[config.mk]
export PLATFORM = sky130hd
export DESIGN_NAME = flash_eeprom_slot_manager_flat
export DESIGN_NICKNAME = d
export VERILOG_FILES = /design/src/sv/fesm_pkg.sv /design/src/sv/fesm_in_if.sv /design/src/sv/fesm_out_if.sv /design/src/sv/flash_eeprom_slot_manager.sv /design/src/sv/fesm_mem.sv /design/src/flat_wrapper.sv
export SDC_FILE = /design/constraint.sdc
export NUM_CORES = 1
export LEC_CHECK = 0
export ABC_CLOCK_PERIOD_IN_PS = 7800
export CORE_MARGIN = 4
export CORE_UTILIZATION = 28
export CTS_CLUSTER_DIAMETER = 40
export CTS_CLUSTER_SIZE = 8
export DETAILED_ROUTE_END_ITERATION = 10
export DONT_BUFFER_PORTS = 1
export PLACE_DENSITY_LB_ADDON = 0.25
export SYNTH_ARGS = -nofsm -noshare
export SYNTH_HDL_FRONTEND = slang
export SYNTH_SLANG_ARGS = --single-unit
[constraint.sdc]
create_clock -name clk -period 7.8 [get_ports clk]
set_input_delay 1.56 -clock clk [delete_from_list [all_inputs] [get_ports clk]]
set_output_delay 1.56 -clock clk [all_outputs]
set_load 0.05 [all_outputs]
[src/sv/fesm_pkg.sv]
// ----------------------------------------------------------------------------
// fesm_pkg
// Shared types and codes of the flash slot manager.
// ----------------------------------------------------------------------------
package fesm_pkg;

  localparam int SLOT_W  = 7;
  localparam int FUNC_W  = 2;
  localparam int STATE_W = 2;
  localparam int ERASE_W = 2;

  typedef enum logic [FUNC_W-1:0] {
    FUNC_MOUNT  = 2'd0,
    FUNC_LOCATE = 2'd1,
    FUNC_COMMIT = 2'd2
  } func_t;

  typedef enum logic [STATE_W-1:0] {
    ST_FREE   = 2'd0,
    ST_USED   = 2'd1,
    ST_ABSENT = 2'd2
  } status_t;

  typedef enum logic [ERASE_W-1:0] {
    ER_NONE   = 2'd0,
    ER_FIRST  = 2'd1,
    ER_SECOND = 2'd2
  } erase_t;

  typedef enum logic [2:0] {
    S_CLEAR,
    S_IDLE,
    S_SCAN,
    S_WAIT,
    S_DECIDE,
    S_ERASE,
    S_MARK,
    S_RESULT
  } state_t;

endpackage

[src/sv/fesm_in_if.sv]
// ----------------------------------------------------------------------------
// fesm_in_if
// Request channel: function code, slot index and mount status.
// ----------------------------------------------------------------------------
interface fesm_in_if;
  logic                         valid;
  logic                         ready;
  logic [fesm_pkg::FUNC_W-1:0]  func;
  logic [fesm_pkg::SLOT_W-1:0]  slot;
  logic [fesm_pkg::STATE_W-1:0] slot_state;

  modport source (output valid, func, slot, slot_state, input ready);
  modport sink   (input valid, func, slot, slot_state, output ready);
endinterface

[src/sv/fesm_out_if.sv]
// ----------------------------------------------------------------------------
// fesm_out_if
// Response channel: read source, write target, erase block, no-free flag.
// ----------------------------------------------------------------------------
interface fesm_out_if;
  logic                         valid;
  logic                         ready;
  logic [fesm_pkg::SLOT_W-1:0]  current_slot;
  logic [fesm_pkg::SLOT_W-1:0]  target_slot;
  logic [fesm_pkg::ERASE_W-1:0] erase_half;
  logic                         none_free;

  modport source (output valid, current_slot, target_slot, erase_half, none_free,
                  input ready);
  modport sink   (input valid, current_slot, target_slot, erase_half, none_free,
                  output ready);
endinterface

[src/sv/flash_eeprom_slot_manager.sv]
// ----------------------------------------------------------------------------
// flash_eeprom_slot_manager
// Status table of two erase blocks of flash slots with mount, locate, commit.
// ----------------------------------------------------------------------------
// Usage: req carries func, slot and slot_state; rsp returns current_slot,
// target_slot, erase_half and none_free, one response per request.
// Both channels complete a transaction when valid and ready are high.
// Reset starts a clearing pass over all 2*SLOTS_PER_BLOCK slots that marks every
// slot absent; req.ready stays low until it ends.
// Mount: a valid status is written at acceptance, then the result state.
// Locate: one full scan of the status memory, one entry per cycle through
// its single read port, then a wait state and a decide state.
// Commit: the scan, then an erase of a whole block of SLOTS_PER_BLOCK slots
// when one is needed (one write per cycle), then the target write.
// One request is in work at a time; the next one is taken after the result
// moves into the output register, while that result waits for rsp.ready.
// If rsp stalls, the block holds its finished result until the register
// frees.
// ----------------------------------------------------------------------------
module flash_eeprom_slot_manager #(
  parameter int SLOTS_PER_BLOCK = 64
) (
  input logic       clk,
  input logic       rst,
  fesm_in_if.sink   req,
  fesm_out_if.source rsp
);
  import fesm_pkg::*;

  localparam int TOTAL = 2 * SLOTS_PER_BLOCK;
  localparam int AW    = $clog2(TOTAL);
  localparam logic [AW-1:0] L_IDX = AW'(SLOTS_PER_BLOCK - 1);
  localparam logic [AW-1:0] T_IDX = AW'(TOTAL - 1);
  localparam logic [AW-1:0] N_IDX = AW'(SLOTS_PER_BLOCK);

  state_t state, state_next;

  logic [AW-1:0]      cnt;
  logic               rd_pend;
  logic [AW-1:0]      rd_idx;
  logic               found;
  logic [AW-1:0]      free_idx;
  logic               sec_absent;
  logic [FUNC_W-1:0]  func_q;
  logic               erase_sec;
  logic [AW-1:0]      wslot;

  logic               ov;
  logic [SLOT_W-1:0]  out_cur;
  logic [SLOT_W-1:0]  out_tgt;
  logic [ERASE_W-1:0] out_er;
  logic               out_nf;
  logic [SLOT_W-1:0]  res_cur;
  logic [SLOT_W-1:0]  res_tgt;
  logic [ERASE_W-1:0] res_er;
  logic               res_nf;

  logic               we;
  logic [AW-1:0]      waddr;
  logic [STATE_W-1:0] wdata;
  logic [AW-1:0]      raddr;
  logic [STATE_W-1:0] rdata;
  logic               accept;
  logic               load;
  logic               mount_ok;

  logic [AW-1:0]      dec_cur;
  logic [AW-1:0]      dec_w;
  erase_t             dec_er;
  logic               dec_nf;

  fesm_mem #(
    .DEPTH (TOTAL),
    .AW    (AW)
  ) u_mem (
    .clk   (clk),
    .we    (we),
    .waddr (waddr),
    .wdata (wdata),
    .raddr (raddr),
    .rdata (rdata)
  );

  assign accept   = req.valid && req.ready;
  assign mount_ok = (req.func == FUNC_MOUNT) &&
                    (req.slot_state inside {ST_FREE, ST_USED, ST_ABSENT}) &&
                    ({{(32-SLOT_W){1'b0}}, req.slot} < 32'(TOTAL));

  // locate and commit decision from scan results
  always_comb begin
    if (!found) begin
      dec_cur = sec_absent ? L_IDX : T_IDX;
    end else if (sec_absent && (free_idx < N_IDX)) begin
      dec_cur = (free_idx == '0) ? L_IDX : free_idx - AW'(1);
    end else begin
      dec_cur = (free_idx == '0) ? T_IDX : free_idx - AW'(1);
    end
    dec_nf = 1'b0;
    if (!found || free_idx == T_IDX) begin
      dec_er = ER_FIRST;
      dec_w  = found ? T_IDX : '0;
      dec_nf = !found;
    end else if (free_idx == L_IDX) begin
      dec_er = sec_absent ? ER_FIRST : ER_SECOND;
      dec_w  = sec_absent ? '0 : L_IDX;
    end else begin
      dec_er = ER_NONE;
      dec_w  = free_idx;
    end
  end

  always_comb begin
    state_next = state;
    case (state)
      S_CLEAR:  if (cnt == T_IDX) state_next = S_IDLE;
      S_IDLE: begin
        if (accept) begin
          if (req.func == FUNC_LOCATE || req.func == FUNC_COMMIT) begin
            state_next = S_SCAN;
          end else begin
            state_next = S_RESULT;
          end
        end
      end
      S_SCAN:   if (cnt == T_IDX) state_next = S_WAIT;
      S_WAIT:   state_next = S_DECIDE;
      S_DECIDE: begin
        if (func_q != FUNC_COMMIT) begin
          state_next = S_RESULT;
        end else if (dec_er != ER_NONE) begin
          state_next = S_ERASE;
        end else begin
          state_next = S_MARK;
        end
      end
      S_ERASE:  if (cnt == L_IDX) state_next = S_MARK;
      S_MARK:   state_next = S_RESULT;
      S_RESULT: if (!ov || rsp.ready) state_next = S_IDLE;
      default:  state_next = S_CLEAR;
    endcase
  end

  always_comb begin
    we        = 1'b0;
    waddr     = cnt;
    wdata     = ST_ABSENT;
    raddr     = cnt;
    req.ready = 1'b0;
    load      = 1'b0;
    case (state)
      S_CLEAR: begin
        we = 1'b1;
      end
      S_IDLE: begin
        req.ready = 1'b1;
        we        = req.valid && mount_ok;
        waddr     = AW'(req.slot);
        wdata     = req.slot_state;
      end
      S_ERASE: begin
        we    = 1'b1;
        waddr = erase_sec ? N_IDX + cnt : cnt;
        wdata = ST_FREE;
      end
      S_MARK: begin
        we    = 1'b1;
        waddr = wslot;
        wdata = ST_USED;
      end
      S_RESULT: begin
        load = !ov || rsp.ready;
      end
      default: begin
        we = 1'b0;
      end
    endcase
  end

  always_ff @(posedge clk) begin
    if (rst) begin
      state <= S_CLEAR;
      cnt   <= '0;
      ov    <= 1'b0;
    end else begin
      state <= state_next;
      if (state != state_next) begin
        cnt <= '0;
      end else if (state == S_CLEAR || state == S_SCAN || state == S_ERASE) begin
        cnt <= cnt + AW'(1);
      end
      if (load) begin
        ov <= 1'b1;
      end else if (rsp.ready) begin
        ov <= 1'b0;
      end
    end
  end

  always_ff @(posedge clk) begin
    rd_pend <= (state == S_SCAN);
    rd_idx  <= cnt;
    if (accept) begin
      func_q  <= req.func;
      found   <= 1'b0;
      res_cur <= '0;
      res_tgt <= '0;
      res_er  <= ER_NONE;
      res_nf  <= 1'b0;
    end
    if (rd_pend) begin
      if (rdata == ST_FREE && !found) begin
        found    <= 1'b1;
        free_idx <= rd_idx;
      end
      if (rd_idx == N_IDX) begin
        sec_absent <= (rdata == ST_ABSENT);
      end
    end
    if (state == S_DECIDE) begin
      res_cur   <= SLOT_W'(dec_cur);
      erase_sec <= (dec_er == ER_SECOND);
      wslot     <= dec_w;
      if (func_q == FUNC_COMMIT) begin
        res_tgt <= SLOT_W'(dec_w);
        res_er  <= dec_er;
        res_nf  <= dec_nf;
      end
    end
    if (load) begin
      out_cur <= res_cur;
      out_tgt <= res_tgt;
      out_er  <= res_er;
      out_nf  <= res_nf;
    end
  end

  assign rsp.valid        = ov;
  assign rsp.current_slot = out_cur;
  assign rsp.target_slot  = out_tgt;
  assign rsp.erase_half   = out_er;
  assign rsp.none_free    = out_nf;

  a_rise_from_result: assert property (@(posedge clk) disable iff (rst)
    $rose(rsp.valid) |-> $past(state) == S_RESULT)
    else $error("response appeared outside result state");

  a_none_free_erase: assert property (@(posedge clk) disable iff (rst)
    rsp.valid && rsp.none_free |-> rsp.erase_half == ER_FIRST && rsp.target_slot == '0)
    else $error("no-free commit without first block erase");

  a_second_target: assert property (@(posedge clk) disable iff (rst)
    rsp.valid && rsp.erase_half == ER_SECOND |-> rsp.target_slot == SLOT_W'(L_IDX))
    else $error("second block erase with wrong target");

  a_ready_idle: assert property (@(posedge clk) disable iff (rst)
    req.ready |-> !rd_pend && state == S_IDLE)
    else $error("request taken while a scan is in flight");

endmodule

[src/sv/fesm_mem.sv]
// ----------------------------------------------------------------------------
// fesm_mem
// Slot status memory: one write port, one read port with registered data.
// ----------------------------------------------------------------------------
module fesm_mem #(
  parameter int DEPTH = 128,
  parameter int AW    = 7
) (
  input  logic                         clk,
  input  logic                         we,
  input  logic [AW-1:0]                waddr,
  input  logic [fesm_pkg::STATE_W-1:0] wdata,
  input  logic [AW-1:0]                raddr,
  output logic [fesm_pkg::STATE_W-1:0] rdata
);
  import fesm_pkg::*;

  logic [STATE_W-1:0] mem [DEPTH];

  always_ff @(posedge clk) begin
    if (we) begin
      mem[waddr] <= wdata;
    end
  end

  always_ff @(posedge clk) begin
    rdata <= mem[raddr];
  end

endmodule

[src/flat_wrapper.sv]
// flat-port wrapper written by rule: the top's interface ports become plain ports
module flash_eeprom_slot_manager_flat import fesm_pkg::*;
#(
  parameter int SLOTS_PER_BLOCK = 64
)
  (clk, rst, req_valid, req_func, req_slot, req_slot_state, req_ready, rsp_valid, rsp_current_slot, rsp_target_slot, rsp_erase_half, rsp_none_free, rsp_ready);
  fesm_in_if req_i ();
  fesm_out_if rsp_i ();
  input logic clk;
  input logic rst;
  input wire logic [$bits(req_i.valid)-1:0] req_valid;
  input wire logic [$bits(req_i.func)-1:0] req_func;
  input wire logic [$bits(req_i.slot)-1:0] req_slot;
  input wire logic [$bits(req_i.slot_state)-1:0] req_slot_state;
  output wire logic [$bits(req_i.ready)-1:0] req_ready;
  output wire logic [$bits(rsp_i.valid)-1:0] rsp_valid;
  output wire logic [$bits(rsp_i.current_slot)-1:0] rsp_current_slot;
  output wire logic [$bits(rsp_i.target_slot)-1:0] rsp_target_slot;
  output wire logic [$bits(rsp_i.erase_half)-1:0] rsp_erase_half;
  output wire logic [$bits(rsp_i.none_free)-1:0] rsp_none_free;
  input wire logic [$bits(rsp_i.ready)-1:0] rsp_ready;
  assign req_i.valid = req_valid;
  assign req_i.func = req_func;
  assign req_i.slot = req_slot;
  assign req_i.slot_state = req_slot_state;
  assign req_ready = req_i.ready;
  assign rsp_valid = rsp_i.valid;
  assign rsp_current_slot = rsp_i.current_slot;
  assign rsp_target_slot = rsp_i.target_slot;
  assign rsp_erase_half = rsp_i.erase_half;
  assign rsp_none_free = rsp_i.none_free;
  assign rsp_i.ready = rsp_ready;
  flash_eeprom_slot_manager #(.SLOTS_PER_BLOCK(SLOTS_PER_BLOCK)) u_core (.clk(clk), .rst(rst), .req(req_i), .rsp(rsp_i));
endmodule
Word level (Yosys, flattened, before mapping). Memories as Yosys holds them, arrays and structs flattened. A register that Yosys moved wholly into a read port is not among the register bits. Cells that the tools add are included.

Logic and storage cells: 116. Output and inout bits: 19. Memory bits (writable): 256. Input bits: 15. Flip-flop bits (word level): 72. Memories: 1.

Order comparisons: 1. Reductions and logical operators: 25. Add/subtract/negate cells: 3. Mux-type cells: 46. Eq/ne operators: 21.

Memories: u_core.u_mem.mem (words 128, bits a word 2, read ports 1, clocked after Yosys merged registers in 1, write ports 1, RTL line fesm_mem.sv:18) `logic [STATE_W-1:0] mem [DEPTH];`.

Operators by type and width (number): $mux W7 (14); $pmux W3 S8 (1); $eq A7 B7 Y1 const B (3); $mux W3 (7); $pmux W7 S3 (1); $eq A7 B6 Y1 const B (2); $mux W2 (7); $mux W1 (13); $eq A3 B3 Y1 const B (4); $eq A2 B2 Y1 const B (5); $add A7 B1 Y7 const B (1); $add A7 B7 Y7 const A (1); $logic_not A7 Y1 (1); $lt A7 B7 Y1 const B (1); $sub A7 B1 Y7 const B (1); $eq A3 B2 Y1 const B (2); $logic_not A2 Y1 (3); $mux W6 (1); $pmux W2 S3 (1); $reduce_bool A2 Y1 (3); $logic_and A1 B1 Y1 (5); $logic_or A1 B1 Y1 (5); $eq A2 B1 Y1 const B (2); $reduce_and A2 Y1 (2); other kinds (9) (10).

Longest topological paths before layout.
Word-level depth: 9. Mapped depth: 8. Mapped depth without buffers: 7.

Cells and area by module. Synthesis repeated with hierarchy kept, for this count alone.

Cell total of the unflattened synthesis: 874. Area total of the unflattened synthesis: 13644.3 µm².

Modules (own cells, without submodules): fesm_mem (seq. area each 7727.4 µm², instances 1, cells each 611, area an instance 10612.7 µm²); flash_eeprom_slot_manager (seq. area each 1861.8 µm², instances 1, cells each 263, area an instance 3031.7 µm²).

Least setup slack after synthesis. Ideal clock, no wire load.

Path kind: input port to flip-flop. Start: input port req_slot_state[1]. End: memory u_core.u_mem.mem[0][1] (data pin). Data arrival time: 5.098 ns. Slack: 1.783 ns. Stages on the path: 2. Required time: 6.881 ns. Path through: nand2_1 > a22oi_1.

Cells in the longest elaborated chain, start to end: 1.

Ends and longest elaborated chain: start, declared (RTL line flat_wrapper.sv:14) `input wire logic [$bits(req_i.slot_state)-1:0] req_slot_state;`; $pmux W2 S3 (RTL line flash_eeprom_slot_manager.sv:150) `case (state)`; named net u_core.u_mem.wdata, one bit (RTL line fesm_mem.sv:12) `input logic [fesm_pkg::STATE_W-1:0] wdata,`; end, declared (RTL line fesm_mem.sv:18).

The timed path passes the listed nets, and every way through them passes these cells.

Worst setup path in the final report.
Start: register u_core.state[0]. End: memory u_core.u_mem.mem[92][0] (enable).

Cells in the longest elaborated chain, start to end: 5. Elaborated cells on any way between the ends: 9. Classes of those cells: eq/ne (3); mux (4); reduce/logical (2).

Ends and longest elaborated chain: start, declared (RTL line flash_eeprom_slot_manager.sv:36) `state_t state, state_next;`; start signal, assigned (RTL line flash_eeprom_slot_manager.sv:185) `state <= state_next;`; $eq A3 B3 Y1 or $logic_not A3 Y1 (tied branches) (RTL line flash_eeprom_slot_manager.sv:150); $reduce_or A3 Y1 (no line); $pmux W1 S2 (RTL line flash_eeprom_slot_manager.sv:150); $mux W1 (RTL line fesm_mem.sv:21) `if (we) begin`; $mux W1 (not written as such) (RTL line fesm_mem.sv:22) `mem[waddr] <= wdata;`.

Parallel ways exist; a longest one is shown, timed or not.

==> results.yml <==
run_status:
  run_status: "completed"
floorplan:
  fp-row-count: 81
  die_ht_um: 231
  io_pins: 34
  die_w_um: 231
  fp.coreArea_um2: 49000
  floorplan.initialDensity_pct: 28.4
  die_ar_um2: 53200
sta:
  setup_violations: 0
  timing.final.hold_violations: 0
  fin_ws_ns: 3.72
  slew_violations: 0
  min_period_over_period_pct: 52.4
  slew_headroom_pct: 26.5
  finalCriticalPeriod_ns: 4.08
  setup_tns_final_ns: 0
  fin_worst_skew_ns: 0.0179
  tightestPinTransition_ns: 1.10
  grt_setup_unrepaired: "false"
  fmax_ghz: 0.245
synthesis:
  main_combinational_cell_family_by_area_after_synthesis: "multiplexers"
  ys_seq_area_share_pct: 69.0
  synthXorXnorAreaFrac_pct: 0.567
  post-synth-top-area-cell: "edfxtp_1"
  synth.mux.area_fraction_pct: 11.0
  synth.lib_cells_used.distinct: 69
  async_reset_ff_share_pct: 0
  most_frequent_cells_after_synthesis: "edfxtp_1, nor2_1, mux4_2"
  synth-adder-area-share_pct: 0.360
  post_synth_main_area_contributors: "edfxtp_1, mux4_2, dfxtp_1"
  yosysMostFrequentCell: "edfxtp_1"
  postSynthNetCount: 929
  synth-compound-area-share_pct: 5.81
  synth-simple-area-share_pct: 10.8
  synth_ff_type: "edfxtp_1"
  edff_count_synth: 298
  fraction_of_post_synthesis_cell_area_in_the_top_cell_type_by_area_pct: 64.4
  synth_seq_cells: 330
  yosys_warnings: 0
  synth_area_per_cell_um2: 15.3
  synthCells: 910
  syn-cell-area_um2: 13900
power_and_ir_drop:
  p_total_mw: 4.24
  vdd_drop_max_mv: 0.146
  power_frac_seq_pct: 45.5
  net_switching_power_mw: 0.895
  internal-power_mw: 3.34
  total_leakage_power_nw: 5.35
  combinationalPowerShare_pct: 4.6
  powerDensity_nw_per_um2: 262
  clock_power_share_pct: 49.9
  power.share.switching_pct: 21.1
clock_tree:
  cts_buffer_depth: 3
  cts_setup_buffers: 0
  ctsHoldBuffers: 0
  clock_latency_ns: 0.56
  cts.reportedPaths.clkPinSlew_ns: 0.05
  cts.sink_count: 330
  cts-resized-gates: 0
  ctsRootBufferMaster: "clkbuf_16"
  cts_made_buffers: 54
  cts_h_tree_lvls: 2
  cts_tree: "done"
place:
  dp_hpwl_mm: 21.1
  io_buffers: 0
  dp_worst_setup_slack_ns: 3.60
  gp_routability_congestion: 0.803
  place_area_um2: 14600
routing:
  wl_per_cell_um: 20.9
  viasPerCell: 4.91
  finalWirelength_mm: 33.9
  detailroute.via_count: 7964
  post_route_met1_wirelength_mm: 15.2
  top_layer_used: "met4"
  met3WireLength_mm: 2.05
  drtPass1Iterations: 5
  met2WireLength_mm: 16.1
  drt_drc_violations_left: 0
  drt_first_iter_violations: 757
  postRouteAntennaNets: 0
cells_and_area:
  finish.instance_area_um2: 16200
  flow.area_growth_from_synthesis_pct: 16.6
  ant_cells: 0
  layout-drive-gt1-share_pct: 18.5
  layout.nets: 946
run:
  maxCapViolations: 0
critical_path:
  critical_path.max_stage_delay_ns: 1.07
  endpoint_required_time_on_the_critical_path_ns: 8.03
  critical_path.top_delay_family: "simple AND/OR/NAND/NOR gates"
  crit_start: "u_core.state[0]$_SDFF_PP0_"
  crit_path_cell_trace: "nor2b_1 -> nand2_1 -> nand3_1 -> or4_1 -> nor2_1"
  worstSetupPathType: "register to register"
  rr_endpoint: "u_core.u_mem.mem[92][0]$_DFFE_PP_"
  end_kind: "register"
  worst-path-buf-inv: 0
  crit_end: "u_core.u_mem.mem[92][0]$_DFFE_PP_"
  crit_path_start_kind: "register"
  timing.reg2reg.setup_slack_ns: 3.72
  path_length_in_cells_of_the_critical_path: 5
  timing.critical_path.slowest_stage_cell: "or4_1"
  timing.rr.start: "u_core.state[0]$_SDFF_PP0_"
  critical_path_arrival_ns: 4.31
  path_max_fanout: 26
  worstRegToRegCells: 5
grt:
  first_global_vias: 8308
  grt_pass1_wl_mm: 52.1
  overall_routing_resource_usage_pct: 12.7
  grt_start_max_net_pins: 107
  overflow: 0
  initial_antenna_violation_count: 0
min_path:
  worst_min_delay_path_class: "register to register"
metrics by stage:
| step | hold slack, ns | std cells | utilization, % |
|---|---|---|---|
| 2_1_floorplan | 0.329 | 910 | - |
| 3_3_place_gp | 0.406 | 1535 | 29.8 |
| 3_5_place_dp | 0.408 | 1535 | 29.8 |
| 4_1_cts | 0.416 | 1623 | 33.1 |
| 5_1_grt | 0.426 | 1623 | 33.1 |
| 6_report | 0.416 | 1623 | 33.1 |
cell usage in the layout, fill, tap and decap left out, types with 5 or more instances in the layout:
master and count:
a22oi_1 5, o21ai_0 14, dfxtp_1 29, a21oi_1 11
nand4_1 22, mux2_2 14, clkbuf_1 14, xnor2_1 6
nor3b_1 5, edfxtp_1 298, mux4_2 56, nor3_1 30
nand2b_1 13, a31oi_1 6, or4_1 6, a21o_1 5
clkinv_2 8, nor2b_1 15, nor2_1 137, nand2_1 28
o211ai_1 10, buf_4 18, clkbuf_16 56, and3_1 5
nand3_1 18, a22o_1 9, mux2i_1 11, inv_1 14
a221oi_1 5
worst reg2reg max path, cell delays in order (launching register included):
cell,delay (ns)
dfxtp_1,0.90
nor2b_1,0.29
nand2_1,0.47
nand3_1,0.69
or4_1,1.07
nor2_1,0.35
power by group through the flow:
stage	sequential, mW	clock [mW]	combinational (mW)
global placement	1.96	0	0.196
CTS	1.93	2.16	0.197
global route	1.93	2.25	0.208
detailed placement	1.96	0	0.195
finish	1.93	2.11	0.193
floorplan	1.95	0	0.142
cell families (layout without fill, tap and decap cells):
family / Yosys count / after routing
DFF: 330 / 330
and+or+nand+nor: 306 / 306
AOI/OAI and AO/OA: 109 / 109
muxes: 81 / 81
buffers and inverters: 71 / 120
xor gates and xnor gates: 9 / 9
adders and majority gates: 4 / 4
final cells by class:
| class | instances | area (µm²) |
|---|---|---|
| fill | 4741 | 32800 |
| sequential | 330 | 9600 |
| multi-input combinational | 509 | 3980 |
| clock buffer | 73 | 1500 |
| tap | 664 | 831 |
| timing repair buffer | 18 | 135 |
| clock inverter | 15 | 109 |
| inverter | 14 | 52.6 |
registers in the layout, indices dropped and copies added (netlist names), 2 cells and up:
name and count:
u_core.res_tgt 7, u_core.rd_idx 7, u_core.state 3, u_core.rsp.erase_half 2
u_core.cnt 7, u_core.u_mem.mem 256, u_core.res_cur 7, u_core.u_mem.rdata 2
u_core.func_q 2, u_core.rsp.current_slot 7, u_core.free_idx 7, u_core.wslot 7
u_core.res_er 2, u_core.rsp.target_slot 7
layer usage:
layer  global-route usage (%)  vias up
li1                         -     3612
met1                     17.1     4065
met2                     20.8      229
met3                     3.18       58
met4                     3.12        0
met5                        0        -
worst min-delay path by stage:
stage,slack (ns),from,endpoint,cells past startpoint
after floorplan,0.33,u_core.cnt[6]$_SDFFE_PP0P_,u_core.rd_idx[6]$_DFF_P_,0
after global placement,0.41,u_core.res_cur[2]$_SDFFCE_PN0P_,u_core.rsp.current_slot[2]$_DFFE_PP_,0
after detailed placement,0.41,u_core.res_cur[0]$_SDFFCE_PN0P_,u_core.rsp.current_slot[0]$_DFFE_PP_,0
after CTS,0.42,u_core.res_cur[0]$_SDFFCE_PN0P_,u_core.rsp.current_slot[0]$_DFFE_PP_,0
after global routing,0.43,u_core.res_cur[6]$_SDFFCE_PN0P_,u_core.rsp.current_slot[6]$_DFFE_PP_,0
final,0.42,u_core.res_cur[0]$_SDFFCE_PN0P_,u_core.rsp.current_slot[0]$_DFFE_PP_,0
(Power assumes the default switching activity.)
